<file path="src/rtl/core/cft_pkg.sv">
`timescale 1ns / 1ps

package cft_pkg;

  // Default sizing of the column and row counters.
  localparam int DEF_MAX_COLUMNS    = 256;
  localparam int DEF_ROW_INDEX_BITS = 24;

  // Reset values of the configuration registers.
  localparam logic [7:0] DELIM_RESET = 8'd44;
  localparam logic [7:0] QUOTE_RESET = 8'd34;

  // Fixed control bytes.
  localparam logic [7:0] LINE_FEED       = 8'h0A;
  localparam logic [7:0] CARRIAGE_RETURN = 8'h0D;

  // Configuration register indexes.
  localparam logic CFG_DELIMITER = 1'b0;
  localparam logic CFG_QUOTE     = 1'b1;

  // Result item kinds.
  localparam logic [1:0] KIND_DATA      = 2'd0;
  localparam logic [1:0] KIND_FIELD_END = 2'd1;
  localparam logic [1:0] KIND_ROW_END   = 2'd2;

  // Output queue sizing.
  localparam int QUEUE_DEPTH = 4;
  localparam int QPTR_W      = $clog2(QUEUE_DEPTH);
  localparam int QCNT_W      = $clog2(QUEUE_DEPTH + 1);

  // Per-field parser flags.
  typedef struct packed {
    logic       inside_quotes;
    logic       quote_maybe_closing;
    logic       unescape_pending_quote;
    logic       held_first_quote;
    logic [1:0] field_output_count;
    logic       field_had_quote;
    logic       field_truncated;
    logic       row_has_bytes;
  } flags_t;

  // One result item.
  typedef struct packed {
    logic [1:0]  item_kind;
    logic [7:0]  field_byte;
    logic [23:0] row_number;
    logic [7:0]  column_number;
    logic        field_is_null;
    logic        last_of_run;
  } res_t;

endpackage

</file>
<file path="src/rtl/core/cft_step.sv">
`timescale 1ns / 1ps

module cft_step #(
  parameter int MAX_COLUMNS    = cft_pkg::DEF_MAX_COLUMNS,
  parameter int ROW_INDEX_BITS = cft_pkg::DEF_ROW_INDEX_BITS,
  parameter int COL_W          = $clog2(MAX_COLUMNS + 1)
) (
  input  cft_pkg::flags_t             flags_i,
  input  logic [COL_W-1:0]            col_i,
  input  logic [ROW_INDEX_BITS-1:0]   row_i,
  input  logic [COL_W-1:0]            hdr_i,
  input  logic [7:0]                  text_byte,
  input  logic                        end_of_text,
  input  logic [7:0]                  delimiter_byte,
  input  logic [7:0]                  quote_byte,
  output cft_pkg::flags_t             flags_o,
  output logic [COL_W-1:0]            col_o,
  output logic [ROW_INDEX_BITS-1:0]   row_o,
  output logic [COL_W-1:0]            hdr_o,
  output cft_pkg::res_t               res0_o,
  output cft_pkg::res_t               res1_o,
  output logic [1:0]                  res_cnt_o
);
  import cft_pkg::*;

  localparam logic [COL_W-1:0] COL_MAX = COL_W'(MAX_COLUMNS);

  flags_t                    fl;
  logic [COL_W-1:0]          c;
  logic [ROW_INDEX_BITS-1:0] r;
  logic [COL_W-1:0]          h;
  logic [1:0]                n;
  res_t                      res_v [2];
  logic                      kept;
  logic                      is_q;
  logic                      handled;
  logic                      do_content;
  logic                      do_close_field;
  logic                      do_close_row;
  logic                      do_emit;

  // Builds a result item with the row index of the current row.
  function automatic res_t mk_res(input logic [1:0] kind, input logic [7:0] byte_v,
                                  input logic [COL_W-1:0] col,
                                  input logic [ROW_INDEX_BITS-1:0] row,
                                  input logic null_flag);
    res_t x;
    x.item_kind     = kind;
    x.field_byte    = byte_v;
    x.row_number    = 24'(row);
    x.column_number = 8'(col);
    x.field_is_null = null_flag;
    x.last_of_run   = 1'b0;
    return x;
  endfunction

  // One input item: classify the byte, update the field flags and collect results.
  always_comb begin
    fl             = flags_i;
    c              = col_i;
    r              = row_i;
    h              = hdr_i;
    n              = 2'd0;
    res_v[0]       = '0;
    res_v[1]       = '0;
    handled        = 1'b0;
    do_content     = 1'b0;
    do_close_field = 1'b0;
    do_close_row   = 1'b0;
    do_emit        = 1'b0;
    is_q           = (text_byte == quote_byte);
    kept           = (row_i == '0) ? (col_i < COL_MAX) : (col_i < hdr_i);

    if (end_of_text) begin
      // Close the open row only if it holds anything, then return to the reset state.
      if (flags_i.row_has_bytes) begin
        if (kept) begin
          res_v[n[0]] = mk_res(KIND_FIELD_END, 8'd0, col_i, row_i,
                               !flags_i.field_had_quote &&
                               (flags_i.field_output_count == 2'd0));
          n = n + 2'd1;
        end
        res_v[n[0]] = mk_res(KIND_ROW_END, 8'd0, col_i, row_i, 1'b0);
        n = n + 2'd1;
      end
      fl = '0;
      c  = '0;
      r  = '0;
      h  = '0;
    end else begin
      // A quote seen inside quotes is settled by the byte after it.
      if (fl.quote_maybe_closing) begin
        fl.quote_maybe_closing = 1'b0;
        if (is_q) begin
          fl.row_has_bytes   = 1'b1;
          fl.field_had_quote = 1'b1;
          do_content         = 1'b1;
          handled            = 1'b1;
        end else begin
          fl.inside_quotes = 1'b0;
        end
      end

      // Byte classification; quote wins over delimiter, then line feed, then CR.
      if (!handled) begin
        if (is_q) begin
          fl.row_has_bytes   = 1'b1;
          fl.field_had_quote = 1'b1;
          if (fl.inside_quotes) begin
            fl.quote_maybe_closing = 1'b1;
          end else begin
            fl.inside_quotes = 1'b1;
          end
          do_content = 1'b1;
        end else if (!fl.inside_quotes && (text_byte == delimiter_byte)) begin
          fl.row_has_bytes = 1'b1;
          do_close_field   = 1'b1;
        end else if (!fl.inside_quotes && (text_byte == LINE_FEED)) begin
          do_close_row = 1'b1;
        end else if (!fl.inside_quotes && (text_byte == CARRIAGE_RETURN)) begin
          fl.field_truncated = 1'b1;
        end else begin
          fl.row_has_bytes = 1'b1;
          do_content       = 1'b1;
        end
      end

      // Unescaping of field content.
      if (do_content && kept && !fl.field_truncated) begin
        if ((text_byte == 8'd0) && !is_q) begin
          fl.field_truncated = 1'b1;
        end else if (fl.unescape_pending_quote) begin
          fl.unescape_pending_quote = 1'b0;
          do_emit                   = 1'b1;
        end else if (is_q) begin
          fl.unescape_pending_quote = 1'b1;
        end else begin
          do_emit = 1'b1;
        end
      end

      // A leading quote is held back until a second output byte shows up.
      if (do_emit) begin
        if ((fl.field_output_count == 2'd0) && is_q) begin
          fl.held_first_quote   = 1'b1;
          fl.field_output_count = 2'd1;
        end else begin
          if (fl.held_first_quote) begin
            res_v[n[0]] = mk_res(KIND_DATA, quote_byte, col_i, row_i, 1'b0);
            n = n + 2'd1;
            fl.held_first_quote = 1'b0;
          end
          res_v[n[0]] = mk_res(KIND_DATA, text_byte, col_i, row_i, 1'b0);
          n = n + 2'd1;
          if (fl.field_output_count != 2'd2) begin
            fl.field_output_count = fl.field_output_count + 2'd1;
          end
        end
      end

      // Field close, shared by the delimiter and the line end.
      if (do_close_field || do_close_row) begin
        if (kept) begin
          res_v[n[0]] = mk_res(KIND_FIELD_END, 8'd0, col_i, row_i,
                               !fl.field_had_quote && (fl.field_output_count == 2'd0));
          n = n + 2'd1;
          if (row_i == '0) begin
            h = col_i + COL_W'(1);
          end
        end
        fl.unescape_pending_quote = 1'b0;
        fl.held_first_quote       = 1'b0;
        fl.field_output_count     = 2'd0;
        fl.field_had_quote        = 1'b0;
        fl.field_truncated        = 1'b0;
        if (col_i < COL_MAX) begin
          c = col_i + COL_W'(1);
        end
      end

      // Row close: end-of-row marker, next row index, first column.
      if (do_close_row) begin
        res_v[n[0]] = mk_res(KIND_ROW_END, 8'd0, col_i, row_i, 1'b0);
        n = n + 2'd1;
        if (row_i != {ROW_INDEX_BITS{1'b1}}) begin
          r = row_i + ROW_INDEX_BITS'(1);
        end
        c                = '0;
        fl.row_has_bytes = 1'b0;
      end
    end

    // Mark the final result of this item.
    if (n == 2'd1) begin
      res_v[0].last_of_run = 1'b1;
    end else if (n == 2'd2) begin
      res_v[1].last_of_run = 1'b1;
    end
  end

  assign flags_o   = fl;
  assign col_o     = c;
  assign row_o     = r;
  assign hdr_o     = h;
  assign res0_o    = res_v[0];
  assign res1_o    = res_v[1];
  assign res_cnt_o = n;

endmodule

</file>
<file path="src/rtl/core/cft_out_queue.sv">
`timescale 1ns / 1ps

module cft_out_queue (
  input  logic          clk,
  input  logic          rst_n,
  input  logic [1:0]    push_cnt,
  input  cft_pkg::res_t push0,
  input  cft_pkg::res_t push1,
  output logic          has_room,
  output logic          head_valid,
  input  logic          head_ready,
  output cft_pkg::res_t head
);
  import cft_pkg::*;

  res_t              mem_r [QUEUE_DEPTH];
  logic [QPTR_W-1:0] wp_r;
  logic [QPTR_W-1:0] wp_nxt;
  logic [QPTR_W-1:0] rp_r;
  logic [QPTR_W-1:0] rp_nxt;
  logic [QCNT_W-1:0] count_r;
  logic [QCNT_W-1:0] count_nxt;
  logic              pop;

  // Pointer and fill bookkeeping; up to two items in and one out per cycle.
  assign pop        = head_valid && head_ready;
  assign wp_nxt     = wp_r + QPTR_W'(push_cnt);
  assign rp_nxt     = rp_r + QPTR_W'(pop);
  assign count_nxt  = count_r + QCNT_W'(push_cnt) - QCNT_W'(pop);
  assign has_room   = (count_r <= QCNT_W'(QUEUE_DEPTH - 2));
  assign head_valid = (count_r != '0);
  assign head       = mem_r[rp_r];

  always_ff @(posedge clk) begin
    if (!rst_n) begin
      wp_r    <= '0;
      rp_r    <= '0;
      count_r <= '0;
    end else begin
      wp_r    <= wp_nxt;
      rp_r    <= rp_nxt;
      count_r <= count_nxt;
    end
  end

  // Entry storage.
  always_ff @(posedge clk) begin
    if (push_cnt != 2'd0) begin
      mem_r[wp_r] <= push0;
    end
    if (push_cnt == 2'd2) begin
      mem_r[wp_r + QPTR_W'(1)] <= push1;
    end
  end

endmodule

</file>
<file path="src/rtl/core/csv_field_tokenizer.sv">
`timescale 1ns / 1ps

// Channel  Direction  Handshake                 Carries
// in_      input      in_tvalid / in_tready     text byte (tdata), end of text (tlast)
// out_     output     out_tvalid / out_tready   byte, row, column (tdata); kind, null (tuser)
// cfg_     input      cfg_we                    delimiter (index 0), quote (index 1)
//
// An accepted item waits in the input register until the queue can take two results;
// its results then enter a four-entry output queue, whose head drives the output port.
// One item per cycle enters while out_tready is high and each makes at most one result;
// the output port moves one result per cycle, so two-result items back up the input.
// Reset is synchronous and clears the parser state and queue; the delimiter returns to
// a comma and the quote to a double quote. The input register holds while the queue has
// fewer than two free entries.

module csv_field_tokenizer #(
  parameter int MAX_COLUMNS    = cft_pkg::DEF_MAX_COLUMNS,
  parameter int ROW_INDEX_BITS = cft_pkg::DEF_ROW_INDEX_BITS
) (
  input  logic        clk,
  input  logic        rst_n,
  input  logic        in_tvalid,
  output logic        in_tready,
  input  logic [7:0]  in_tdata,   // [7:0] text_byte
  input  logic        in_tlast,   // end_of_text
  output logic        out_tvalid,
  input  logic        out_tready,
  output logic [39:0] out_tdata,  // [7:0] field_byte, [31:8] row_number, [39:32] column_number
  output logic [2:0]  out_tuser,  // [1:0] item_kind, [2] field_is_null
  output logic        out_tlast,  // last_of_run
  input  logic        cfg_we,
  input  logic        cfg_addr,
  input  logic [7:0]  cfg_wdata
);
  import cft_pkg::*;

  localparam int COL_W = $clog2(MAX_COLUMNS + 1);

  logic [7:0]                delim_r;
  logic [7:0]                quote_r;
  logic                      in_valid_r;
  logic [7:0]                in_byte_r;
  logic                      in_eot_r;
  flags_t                    flags_r;
  flags_t                    flags_nxt;
  logic [COL_W-1:0]          col_r;
  logic [COL_W-1:0]          col_nxt;
  logic [ROW_INDEX_BITS-1:0] row_r;
  logic [ROW_INDEX_BITS-1:0] row_nxt;
  logic [COL_W-1:0]          hdr_r;
  logic [COL_W-1:0]          hdr_nxt;
  res_t                      res0;
  res_t                      res1;
  logic [1:0]                res_cnt;
  logic                      has_room;
  logic                      fire;
  res_t                      head;

  // Configuration registers.
  always_ff @(posedge clk) begin
    if (!rst_n) begin
      delim_r <= DELIM_RESET;
      quote_r <= QUOTE_RESET;
    end else if (cfg_we) begin
      unique case (cfg_addr)
        CFG_DELIMITER: delim_r <= cfg_wdata;
        CFG_QUOTE:     quote_r <= cfg_wdata;
        default:       delim_r <= delim_r;
      endcase
    end
  end

  // Input register; the item is processed once the queue can take two results.
  assign fire      = in_valid_r && has_room;
  assign in_tready = !in_valid_r || fire;

  always_ff @(posedge clk) begin
    if (!rst_n) begin
      in_valid_r <= 1'b0;
    end else if (in_tready) begin
      in_valid_r <= in_tvalid;
    end
  end

  always_ff @(posedge clk) begin
    if (in_tready && in_tvalid) begin
      in_byte_r <= in_tdata;
      in_eot_r  <= in_tlast;
    end
  end

  // Parser decisions for the registered item.
  cft_step #(
    .MAX_COLUMNS    (MAX_COLUMNS),
    .ROW_INDEX_BITS (ROW_INDEX_BITS),
    .COL_W          (COL_W)
  ) u_step (
    .flags_i        (flags_r),
    .col_i          (col_r),
    .row_i          (row_r),
    .hdr_i          (hdr_r),
    .text_byte      (in_byte_r),
    .end_of_text    (in_eot_r),
    .delimiter_byte (delim_r),
    .quote_byte     (quote_r),
    .flags_o        (flags_nxt),
    .col_o          (col_nxt),
    .row_o          (row_nxt),
    .hdr_o          (hdr_nxt),
    .res0_o         (res0),
    .res1_o         (res1),
    .res_cnt_o      (res_cnt)
  );

  // Parser state.
  always_ff @(posedge clk) begin
    if (!rst_n) begin
      flags_r <= '0;
      col_r   <= '0;
      row_r   <= '0;
      hdr_r   <= '0;
    end else if (fire) begin
      flags_r <= flags_nxt;
      col_r   <= col_nxt;
      row_r   <= row_nxt;
      hdr_r   <= hdr_nxt;
    end
  end

  // Result queue between the parser and the output port.
  cft_out_queue u_queue (
    .clk        (clk),
    .rst_n      (rst_n),
    .push_cnt   (fire ? res_cnt : 2'd0),
    .push0      (res0),
    .push1      (res1),
    .has_room   (has_room),
    .head_valid (out_tvalid),
    .head_ready (out_tready),
    .head       (head)
  );

  assign out_tdata = {head.column_number, head.row_number, head.field_byte};
  assign out_tuser = {head.field_is_null, head.item_kind};
  assign out_tlast = head.last_of_run;

endmodule

</file>
<file path="config.mk">
export PLATFORM = sky130hd
export DESIGN_NAME = csv_field_tokenizer
export DESIGN_NICKNAME = d
export VERILOG_FILES = /design/src/rtl/core/cft_pkg.sv /design/src/rtl/core/cft_step.sv /design/src/rtl/core/cft_out_queue.sv /design/src/rtl/core/csv_field_tokenizer.sv
export SDC_FILE = /design/constraint.sdc
export NUM_CORES = 1
export LEC_CHECK = 0
export BUFFER_PORTS_ARGS = -buffer_cell sky130_fd_sc_hd__buf_2
export CAP_MARGIN = 20
export CORE_UTILIZATION = 45
export DETAILED_ROUTE_END_ITERATION = 8
export PLACE_DENSITY = 0.69
export SYNTH_ARGS = -nofsm -noshare
export SYNTH_HDL_FRONTEND = slang
export SYNTH_HIERARCHICAL = 1
export SYNTH_SLANG_ARGS = --single-unit
</file>
<file path="constraint.sdc">
create_clock -name clk -period 8.8 [get_ports clk]
set_input_delay 1.32 -clock clk [delete_from_list [all_inputs] [get_ports clk]]
set_output_delay 1.32 -clock clk [all_outputs]
set_load 0.01 [all_outputs]
</file>
After elaboration in Yosys (flattened, before gate mapping)
Memories as Yosys holds them, arrays and structs flattened. A register that Yosys moved wholly into a read port is not among the register bits.
Cells that the tools add are included.
{"block": "classes", "addsub": 12, "reduce_logical": 46, "n_eq_ne": 10, "n_lt_le_gt_ge": 11, "n_bitwise": 5, "n_mux": 120}
{"operator": "88-bit 2-to-1 mux", "count": 9}
{"operator": "44-bit 2-to-1 mux", "count": 9}
{"operator": "88-bit bitwise mux", "count": 4}
{"operator": "44-bit demux with 1-bit select", "count": 4}
{"operator": "9-bit 2-to-1 mux", "count": 9}
{"operator": "24-bit 2-to-1 mux", "count": 3}
{"operator": "1-bit 2-to-1 mux", "count": 52}
{"operator": "2-bit 2-to-1 mux", "count": 22}
{"operator": "43-bit 2-to-1 mux", "count": 1}
{"operator": "42-bit 2-to-1 mux", "count": 1}
{"operator": "24-bit by 1-bit adder with 24-bit output (second input constant)", "count": 1}
{"operator": "24-bit logical NOT", "count": 1}
{"operator": "24-bit != test (second input constant)", "count": 1}
{"operator": "8-bit by 4-bit == test with 1-bit output (second input constant)", "count": 2}
{"operator": "8-bit == test", "count": 2}
{"operator": "1-bit logical AND", "count": 16}
{"operator": "3-bit 2-to-1 mux", "count": 5}
{"operator": "3-bit nonzero test", "count": 5}
{"operator": "2-bit by 1-bit adder with 2-bit output (second input constant)", "count": 6}
{"operator": "2-bit nonzero test", "count": 6}
{"operator": "9-bit by 1-bit adder with 9-bit output (second input constant)", "count": 1}
{"operator": "9-bit < comparator", "count": 1}
{"operator": "9-bit < comparator (second input constant)", "count": 1}
{"operator": "3-bit AND reduction", "count": 3}
{"operator": "20 further kinds", "count": 39}
{"block": "totals", "output_inout_bits": 46, "word_cells": 224, "input_bits": 23, "mem_bits_rw": 176, "regBits": 84, "mem_count": 1}
{"name": "u_queue.mem_r", "words": 4, "word_bits": 44, "read_ports": 1, "rd_ports_with_merged_regs": 1, "write_ports": 2, "line_no": "cft_out_queue.sv:16", "rtl": "res_t mem_r [QUEUE_DEPTH];"}

Longest topological paths before layout
Gate-level depths: netlist (run 1).
{"block": "depth", "depth_word": 36, "depth_mapped": 21, "ltp_nobuf": 19}

Cells and area by module
Netlist (run 1), hierarchy kept.
{"module": "cft_out_queue", "instances": 1, "area_per_inst_um2": 8961.1, "seq_area_each_um2": 5425.2, "cells_per_inst": 470}
{"module": "csv_field_tokenizer", "instances": 1, "area_per_inst_um2": 3113.0, "seq_area_each_um2": 1631.6, "cells_per_inst": 319}
{"module": "cft_step", "instances": 1, "area_per_inst_um2": 2856.5, "seq_area_each_um2": 0.0, "cells_per_inst": 484}

Worst setup path after synthesis (run 1)
OpenSTA, ideal clock, no wires.
{"block": "synth_timing", "kind": "register to register", "from": "reg in_byte_r[1]", "to": "mem u_queue/mem_r[0][0] in the netlist's numbering (enable)", "t_arrival_ps": 6609, "setup_ps": 506, "path_stages_with_launch": 18, "path_slack_ps": 1684, "path_cell_list": "edfxtp_1 > buf_6 > xor2_1 > nor4_2 > and2_1 > buf_4 > mux2i_1 > a2111o_1 > or2_2 > ha_1 > inv_1 > a21o_1 > o211ai_2 > buf_4 > and3_1 > buf_2 > o21bai_1 > o21ai_0"}
{"element": "from (decl)", "line_no": "csv_field_tokenizer.sv:42", "rtl": "logic [7:0] in_byte_r;"}
{"element": "from (signal assigned)", "line_no": "csv_field_tokenizer.sv:87", "rtl": "in_byte_r <= in_tdata;"}
{"element": "to (decl)", "line_no": "cft_out_queue.sv:16"}

==> key figures, run 1 <==
Placed design
  – Post-DP HPWL: ~21000 µm
  – DP Worst Slack: 2.889 ns
  – Cell area after placement: 0.01545 mm²
  – Routability cong.: 0.8134
  – Port-buffer cells: slightly below 70

Route
  – Via count: between 9000 and 10000
  – Antenna violation net count after detailed routing: 0
  – Drt first pass iters: 5
  – Vias per Instance: 5.625
  – Routed WL: ~34000 µm
  – Avg WL per Cell: between 15 and 20 µm
  – First-iteration detailed-routing DRC count: 732
  – DRC viols: 0

Power
  – Peak supply drop: 0.1183 mV
  – Leak pwr: 0.005755 µW
  – Power consumption: about 3200 µW
  – Ratio of total power to cell area: 192.6 mW/mm²

Yosys
  – Cell count after synthesis: 1273
  – FFs w/ async S/R, synth: 0%
  – Synth Cell Area: 0.01493 mm²
  – Mean post-synth cell area: 11.73 µm²
  – #FFs+latches synth: 260
  – Count of flip-flops with a built-in enable after synthesis: 185
  – Post-synth cell types: a little under 70
  – Syn. warnings: 6
  – Syn nets: ~1300
  – Sequential area share after synthesis: a little under half
  – Synth Flop Type: edfxtp_1

GRT
  – First-pass GRT wire length: 54140 µm
  – Vias in the first global route: around 10000
  – Largest net degree at the start of global routing: 80
  – GR Overflow Total: 0
  – GRT Resource Usage Total: 20.16%
  – Initial antenna violation count: 0

STA
  – Period utilization: 65.49%
  – Finish-stage setup viols: 0
  – Final min period: 5.763 ns
  – Fmax: 173.5 MHz
  – Pins Over Slew Limit: 0
  – RSZ-0062 raised after global routing: no
  – Relative slew slack: 35.29%
  – Final Hold Violating Endpoints: 0
  – Final worst slack: between 3 and 4 ns
  – Measured slew at the worst slew-check pin: 0.9707 ns
  – Worst Skew: around 0.008 ns
  – Setup_tns: 0 ns

Die
  – Num rows: 66
  – Initial Util: 45.77%
  – IO Pins: between 60 and 70
  – Die ar.: 0.03391 mm²
  – Die width: about 180 µm
  – Die height: ~180 µm
  – Core footprint: 0.03262 mm²

Layout
  – Ant diodes: 0
  – Multi-input logic area: 0.007187 mm²
  – Post-route cell area: 0.01643 mm²
  – Fraction of layout cells with a size suffix above 1: 31.36%
  – Register Area: 0.007061 mm²
  – Most frequent cells in the layout: edfxtp_1, mux2_2, nand2_1
  – Synth-to-Final Area Change: 10.02%
  – Most common cell after layout, fill and taps aside: edfxtp_1
  – Fillers: 2860
  – Final net count: 1343

Critical path
  – Critical Path Source Type: register
  – Crit-path leading delay family: simple AND/OR/NAND/NOR gates
  – Worst Setup SP: row_r[0]
  – Worst path slowest cell: nor2_4
  – Setup slack, reg-to-reg: 3.04 ns
  – Worst R2R Path Depth: 17
  – Crit path capture type: register
  – Crit-path max FO: 35
  – Arr. time, crit path: 5.96 ns
  – CP required: 9.00 ns
  – CP cell instances: inv_1, ha_1, nor4b_1, and4_1, nand3_1, nand2b_1, a2111o_1, or2_2, ha_1, inv_1, a21o_1, o211ai_2, buf_4, and3_1, mux2i_1, nor2_4, buf_4
  – Worst flop-to-flop path endpoint: u_queue/mem_r[3][17]
  – Reg2reg start: row_r[0]
  – CP max stage delay: 0.59 ns
  – CP bufs+invs: 4
  – Setup CP Type: register to register

Hold path
  – Worst hold endpoint: hdr_r[8]
  – Hold path cells: 2
  – Hold WC Path Type: register to register
  – Hold Crit Start: hdr_r[8]

Clock tree
  – H-tree depth: 1
  – Cts hold-fix bufs: 0
  – Clock buffer depth: 3
  – Clock slew at reported path FFs: 0.06 ns
  – Clock Sinks: between 200 and 300
  – CTS root buf: clkbuf_16
  – Clk_lat worst skew: 0.55 ns
  – CTS tree: done
  – Setup bufs post-CTS: 0
  – Num CTS Buffers: 29
  – Cts repair resizes: 0

Outcome
  – Status: finished, final reports clean

Flow run
  – Max-capacitance violation count: 0
-- cell usage after synthesis, types with 29 or more instances --
master | number | area (µm²)
a21oi_1 | 29 | 145.1
and2_1 | 47 | 294.0
buf_2 | 42 | 210.2
dfxtp_1 | 75 | 1501
edfxtp_1 | 185 | 5555
inv_1 | 42 | 157.7
mux2_2 | 166 | 1869
mux4_2 | 44 | 991.0
nand2_1 | 124 | 465.5
nand4_1 | 62 | 387.9
nor2_1 | 86 | 322.8
o21ai_2 | 30 | 262.8
-- sequential cells by signal, indices dropped and copies added (netlist names) --
| register | count |
|---|---|
| u_queue/mem_r | 176 |
| row_r | 24 |
| col_r | 9 |
| flags_r | 9 |
| hdr_r | 9 |
| delim_r | 8 |
| in_byte_r | 8 |
| quote_r | 8 |
| u_queue/count_r | 3 |
| u_queue/rp_r | 2 |
| u_queue/wp_r | 2 |
| in_eot_r | 1 |
| in_valid_r | 1 |
-- metal layers --
metal  up-vias  track usage [%]  share of wire [%]
li1       4762                -                  -
met1      4907            26.07                 44
met2       195            35.39                 50
met3        48            2.549                4.0
met4         0            5.533                2.0
met5         -                0                  0
-- worst min-delay path, stage by stage (launching register included) --
cell,delay [ns]
dfxtp_1,0.32
nand2_1,0.06
o21ai_1,0.05
-- cell families (layout without fill, tap and decap cells) --
| group | Yosys count | in the layout | share of synthesized area [%] |
|---|---|---|---|
| other cells | 1 | 1 | 0.02512 |
| buf+inv | 136 | 183 | 5.103 |
| mux | 249 | 249 | 22.14 |
| compound gates | 144 | 144 | 6.511 |
| fa+ha+maj | 22 | 22 | 1.877 |
| flops | 260 | 260 | 47.26 |
| simple gates | 422 | 422 | 14.61 |
| xor+xnor | 39 | 39 | 2.472 |
-- power breakdown --
group	total, µW	internal [µW]	switching [µW]
Sequential	1390	1350	35.2
Combinational	576	253	324
Clock	1200	711	490
Total	3160	2310	849
-- through the flow --
| stage | hold WS (ns) | utilization [%] | std cells |
|---|---|---|---|
| 5_1_grt | 0.4806 | 50.36 | 1762 |
| 3_3_place_gp | 0.4482 | 47.37 | 1709 |
| 4_1_cts | 0.4643 | 50.28 | 1761 |
| 6_report | 0.4626 | 50.36 | 1762 |
| 3_5_place_dp | 0.4560 | 47.37 | 1709 |
| 2_1_floorplan | 0.4272 | - | 1273 |
-- worst max-delay path by stage --
stage | to | slack (ns) | cells past startpoint
floorplan | u_queue/mem_r[0][0] | 1.68 | 17
global placement | u_queue/mem_r[0][5] | 2.99 | 17
detailed placement | u_queue/mem_r[0][6] | 2.89 | 17
CTS | u_queue/mem_r[0][6] | 2.86 | 17
global route | u_queue/mem_r[3][17] | 2.68 | 17
finish | u_queue/mem_r[3][17] | 3.04 | 17
-- cell type report --
class,instances,share of cell area [%]
Multi-Input combinational cell,877,43.75
Inverter,42,0.9597
Tap cell,442,3.367
Clock buffer,38,4.997
Clock inverter,14,0.7769
Sequential cell,260,42.98
Timing Repair Buffer,89,3.169
(Power assumes the default switching activity.)
==> run 2: changes to the inputs <==
==> constraint.sdc (replaced) <==
create_clock -name clk -period 5.4 [get_ports clk]
set_input_delay 0.81 -clock clk [delete_from_list [all_inputs] [get_ports clk]]
set_output_delay 0.81 -clock clk [all_outputs]
set_load 0.01 [all_outputs]
==> key figures, run 2 (same netlist as run 1, synthesis figures left out) <==
Route
  – Drt first pass iters: 5 (unchanged)
  – Via count: 9999 (+0.88%)
  – Routed WL: 33610 µm (-0.88%)
  – Antenna violation net count after detailed routing: 0 (unchanged)
  – Vias per Instance: 5.589 (-0.64%)
  – Avg WL per Cell: 18.79 µm (-2.4%)
  – DRC viols: 0 (unchanged)
  – First-iteration detailed-routing DRC count: 612 (-16%)

Critical path
  – Crit path capture type: register
  – CP required: 5.70 ns (-3.30 ns)
  – Setup CP Type: register to register
  – Crit-path max FO: 25 (-29%)
  – Critical Path Source Type: register
  – Arr. time, crit path: 5.40 ns (-0.56 ns)

Clock tree
  – CTS tree: done
  – Cts hold-fix bufs: 0 (unchanged)
  – Clock buffer depth: 3 (unchanged)
  – Clock Sinks: 260 (unchanged)
  – Clock slew at reported path FFs: 0.07 ns (about the same)
  – CTS root buf: clkbuf_16
  – Num CTS Buffers: 28 (-3.4%)
  – H-tree depth: 1 (unchanged)
  – Clk_lat worst skew: 0.56 ns (about the same)

Layout
  – Largest reg by FF count: u_queue/mem_r
  – Post-route cell area: 0.01672 mm² (+1.8%)
  – Most common cell after layout, fill and taps aside: edfxtp_1
  – Fraction of layout cells with a size suffix above 1: 32.74% (+1.4 points)
  – Most frequent cells in the layout: edfxtp_1, mux2_2, nand2_1
  – Ant diodes: 0 (unchanged)
  – Top Registers: u_queue/mem_r: 176 flops, row_r: 24 flops
  – Synth-to-Final Area Change: 11.99%
  – Max reg flops: 176 (unchanged)
  – Final net count: 1369 (+1.9%)
  – Fillers: 2828 (-1.1%)

GRT
  – Vias in the first global route: 9906 (-1.2%)
  – GRT Resource Usage Total: 19.96% (-0.20 points)
  – Largest net degree at the start of global routing: 95 (+19%)
  – GR Overflow Total: 0 (unchanged)
  – Initial antenna violation count: 0 (unchanged)
  – GR Util met1: 25.69% (-0.38 points)
  – Met2 Usage GRT: 35.27% (-0.12 points)
  – Met3 GRT Util: 2.193% (-0.36 points)
  – Most Crowded Layer GR: met2
  – First-pass GRT wire length: 53690 µm (-0.83%)

Hold path
  – Hold WC Path Type: primary input to register

Die
  – Die width: 184.2 µm (unchanged)
  – Initial Util: 45.77% (unchanged)
  – Num rows: 66 (unchanged)
  – IO Pins: 69 (unchanged)
  – Die height: 184.2 µm (unchanged)
  – Core footprint: 0.03262 mm² (unchanged)
  – Die ar.: 0.03391 mm² (unchanged)

STA
  – Final Hold Violating Endpoints: 0 (unchanged)
  – Pins Over Slew Limit: 0 (unchanged)
  – Fmax: 195.8 MHz (+13%)
  – Setup_tns: 0 ns (unchanged)
  – Final worst slack: 0.2929 ns (-2.744 ns)
  – Relative slew slack: 36.37% (+1.1 points)
  – Measured slew at the worst slew-check pin: 0.9545 ns (-0.01625 ns)
  – Period utilization: 94.58% (+29 points)
  – Finish-stage setup viols: 0 (unchanged)
  – RSZ-0062 raised after global routing: no
  – Final min period: 5.107 ns (-0.6558 ns)
  – Worst Skew: 0.02197 ns (+0.01390 ns)

Placed design
  – Cell area after placement: 0.01564 mm² (+1.2%)
  – Post-DP HPWL: 21100 µm (-0.65%)
  – Port-buffer cells: 68 (unchanged)
  – DP Worst Slack: 0.1220 ns (-2.767 ns)
  – Routability cong.: 0.8464 (+4.1%)

Power
  – Peak supply drop: 0.2355 mV (+99%)
  – Leak pwr: 0.005915 µW (+2.8%)
  – Power consumption: 5181 µW (+64%)
  – Ratio of total power to cell area: 309.8 mW/mm² (+61%)

Outcome
  – Status: finished, final reports clean

Flow run
  – Max-capacitance violation count: 0 (unchanged)
==> run 2: final cells by class <==
cell class                 instances  area [µm²]  area share, %
clock buffer                      40       828.3          4.954
multi-input combinational        877        7192          43.01
sequential                       260        7061          42.23
tap                              442       553.0          3.307
inverter                          42       157.7         0.9428
timing repair buffer             116       797.0          4.767
clock inverter                    12       132.6         0.7932
==> run 2: report_power, final <==
part           leakage (µW)  internal [µW]  switching [µW]
Combinational       0.00319            420             482
Clock              0.000466           1170             814
Sequential          0.00226           2200            98.1
Total               0.00592           3790            1390
==> run 2: what timing repair did <==
action                                  in CTS  in global routing
buffers inserted                             0                 13
endpoints found under the setup margin       0                251
gates resized for setup                      0                  7
==> run 2: worst paths after layout <==
check | start | end | slack, ns | cells after the start
worst min register to register | flags_r[6] | flags_r[6] | 0.47 | 2
worst min-delay path | in_tdata[1] | in_byte_r[1] | 0.43 | 1
worst max register to register | row_r[0] | u_queue/mem_r[1][20] | 0.29 | 18
worst max-delay path | row_r[0] | u_queue/mem_r[1][20] | 0.29 | 18
==> run 2: per-stage QoR <==
stage / cells / util (%) / hold WS (ns)
floorplan: 1273 / - / 0.4272
global placement: 1724 / 47.94 / 0.4479
detailed placement: 1724 / 47.94 / 0.4545
CTS: 1776 / 50.89 / 0.4125
global route: 1789 / 51.26 / 0.4165
finish: 1789 / 51.26 / 0.4272
==> run 2: routing by layer <==
layer  part of all wire [%]  up-vias
met2                     50      200
met4                    2.2        0
met3                    3.7       48
li1                       -     4831
met1                     44     4920
met5                      0        -
==> run 2: worst max-delay path, cell delays in order, from the launching register on <==
cell	delay, ns
dfxtp_1	0.35
inv_1	0.10
ha_1	0.14
nor4b_1	0.28
and4_1	0.27
nand3_2	0.18
nand2b_1	0.24
a2111o_1	0.43
or2_2	0.31
ha_1	0.39
o21ai_0	0.22
ha_1	0.26
inv_1	0.06
o22ai_1	0.10
and3_1	0.26
buf_4	0.18
nor4b_4	0.33
buf_6	0.34
mux2_2	0.38
==> run 3: changes to the inputs <==
--- a/config.mk
+++ b/config.mk
@@ -9,7 +9,7 @@
 export CAP_MARGIN = 20
 export CORE_UTILIZATION = 45
 export DETAILED_ROUTE_END_ITERATION = 8
-export PLACE_DENSITY = 0.69
+export PLACE_DENSITY = 0.62
 export SYNTH_ARGS = -nofsm -noshare
 export SYNTH_HDL_FRONTEND = slang
 export SYNTH_HIERARCHICAL = 1
==> key figures, run 3 (same netlist as run 1, synthesis figures left out) <==
Route
  – Via count: 9913 (-0.86%)
  – First-iteration detailed-routing DRC count: 587 (-4.1%)
  – Drt first pass iters: 5 (unchanged)
  – Antenna violation net count after detailed routing: 0 (unchanged)
  – Routed WL: 34100 µm (+1.5%)
  – DRC viols: 0 (unchanged)
  – Avg WL per Cell: 19.13 µm (+1.8%)
  – Vias per Instance: 5.560 (-0.53%)

STA
  – RSZ-0062 raised after global routing: no
  – Pins Over Slew Limit: 0 (unchanged)
  – Relative slew slack: 32.41% (-4.0 points)
  – Finish-stage setup viols: 0 (unchanged)
  – Setup_tns: 0 ns (unchanged)
  – Final min period: 5.097 ns (-0.009731 ns)
  – Period utilization: 94.40% (-0.18 points)
  – Measured slew at the worst slew-check pin: 1.014 ns (+0.05939 ns)
  – Worst Skew: 0.01571 ns (-0.006268 ns)
  – Final Hold Violating Endpoints: 0 (unchanged)
  – WHS: 0.4409 ns (+0.01378 ns)
  – Fmax: 196.2 MHz (+0.19%)

Critical path
  – Critical Path Source Type: register
  – Setup CP Type: register to register
  – CP required: 5.69 ns (about the same)
  – Arr. time, crit path: 5.38 ns (-0.02 ns)
  – Crit path capture type: register
  – Crit-path max FO: 19 (-24%)

GRT
  – Vias in the first global route: 9978 (+0.73%)
  – Largest net degree at the start of global routing: 72 (-24%)
  – GRT Resource Usage Total: 20.45% (+0.49 points)
  – GR Overflow Total: 0 (unchanged)
  – First-pass GRT wire length: 54910 µm (+2.3%)
  – Initial antenna violation count: 0 (unchanged)

Layout
  – Multi-input logic area: 0.007193 mm² (about the same)
  – Most frequent cells in the layout: edfxtp_1, mux2_2, nand2_1
  – Synth-to-Final Area Change: 11.02%
  – Most common cell after layout, fill and taps aside: edfxtp_1
  – Fin cells: 1783 (-0.34%)
  – Ant diodes: 0 (unchanged)
  – Fraction of layout cells with a size suffix above 1: 32.14% (-0.60 points)
  – Final net count: 1363 (-0.44%)
  – Register Area: 0.007063 mm² (about the same)
  – Top Registers: u_queue/mem_r: 176 flops, row_r: 24 flops
  – Final Core Density: 50.82% (-0.44 points)
  – Largest reg by FF count: u_queue/mem_r
  – Max reg flops: 176 (unchanged)
  – Fillers: 2876 (+1.7%)

Clock tree
  – CTS tree: done
  – Num CTS Buffers: 29 (+3.6%)
  – Clock buffer depth: 3 (unchanged)
  – H-tree depth: 1 (unchanged)
  – Clock Sinks: 260 (unchanged)
  – Cts hold-fix bufs: 0 (unchanged)
  – CTS root buf: clkbuf_16
  – Clk_lat worst skew: 0.55 ns (about the same)
  – Clock slew at reported path FFs: 0.06 ns (about the same)

Power
  – Leak pwr: 0.005844 µW (-1.2%)
  – Ratio of total power to cell area: 303.4 mW/mm² (-2.1%)
  – Peak supply drop: 0.2666 mV (+13%)

Die
  – Core footprint: 0.03262 mm² (unchanged)
  – Die ar.: 0.03391 mm² (unchanged)
  – Num rows: 66 (unchanged)
  – Initial Util: 45.77% (unchanged)
  – Die width: 184.2 µm (unchanged)
  – IO Pins: 69 (unchanged)
  – Die height: 184.2 µm (unchanged)

Placed design
  – Port-buffer cells: 68 (unchanged)
  – Post-DP HPWL: 21540 µm (+2.1%)
  – Routability cong.: 0.8003 (-5.4%)
  – DP Cell Count: 1728 (+0.23%)

Flow run
  – Max-capacitance violation count: 0 (unchanged)

Hold path
  – Hold WC Path Type: primary input to register

Outcome
  – Status: finished, final reports clean
[run 3: cell count changes in the layout (fill, tap and decap cells not counted), moves of 2 or more]
cell      change
clkinv_4      -2
buf_6         -2
clkinv_2      +5
buf_4         -5
clkinv_1      +2
clkbuf_1      +3
clkbuf_8      -3
[run 3: what timing repair did]
action,4_1_cts,5_1_grt
setup endpoints to repair,0,71
resized for setup,0,3
buffers inserted,0,2
[run 3: per-stage QoR]
step | worst slack, ns | cell area, µm² | total power [µW]
floorplan | -0.4024 | 14940 | 2966
CTS | 0.1321 | 16530 | 5093
global placement | 0.2412 | 15660 | 3248
global route | 0.02665 | 16580 | 5235
finish | 0.3027 | 16580 | 5029
detailed placement | 0.1426 | 15660 | 3252
[run 3: worst paths after layout]
check | cells past startpoint | end | from | slack, ns
setup / recovery | 18 | u_queue/mem_r[3][22] | row_r[0] | 0.30
hold / removal | 1 | in_eot_r | in_tlast | 0.44
setup reg to reg | 18 | u_queue/mem_r[3][22] | row_r[0] | 0.30
hold reg to reg | 2 | hdr_r[8] | hdr_r[8] | 0.47
[run 3: routing by layer]
metal | global-route usage, % | vias to the layer above | part of all wire [%]
met5 | 0 | - | 0
met4 | 4.833 | 0 | 1.8
met3 | 2.173 | 43 | 3.7
met2 | 35.65 | 191 | 49
met1 | 27.22 | 4865 | 45
li1 | - | 4814 | -
[run 3: worst max-delay path: stages (launching register included)]
cell	delay (ns)
dfxtp_1	0.35
inv_1	0.11
ha_1	0.14
nor4b_1	0.26
and4_1	0.24
nand3_2	0.17
nand2b_1	0.25
a2111o_1	0.44
or2_2	0.31
ha_1	0.38
o21ai_0	0.26
ha_1	0.27
inv_1	0.05
o22ai_1	0.10
and3_1	0.31
buf_4	0.18
nor4bb_4	0.36
buf_6	0.28
mux2_2	0.35
[run 3: final cells by class]
cell class | count | share of cell area (%)
clock buffers | 39 | 4.665
clock inverters | 14 | 0.5661
inverters | 42 | 0.9511
multi-input cells | 877 | 43.40
flip-flops and latches | 260 | 42.61
well taps | 442 | 3.336
repair buffers | 109 | 4.476
[run 3: power by group]
part / total, µW / switching, µW / internal (µW)
Clock: 1840 / 793 / 1050
Combinational: 848 / 440 / 408
Sequential: 2340 / 142 / 2200
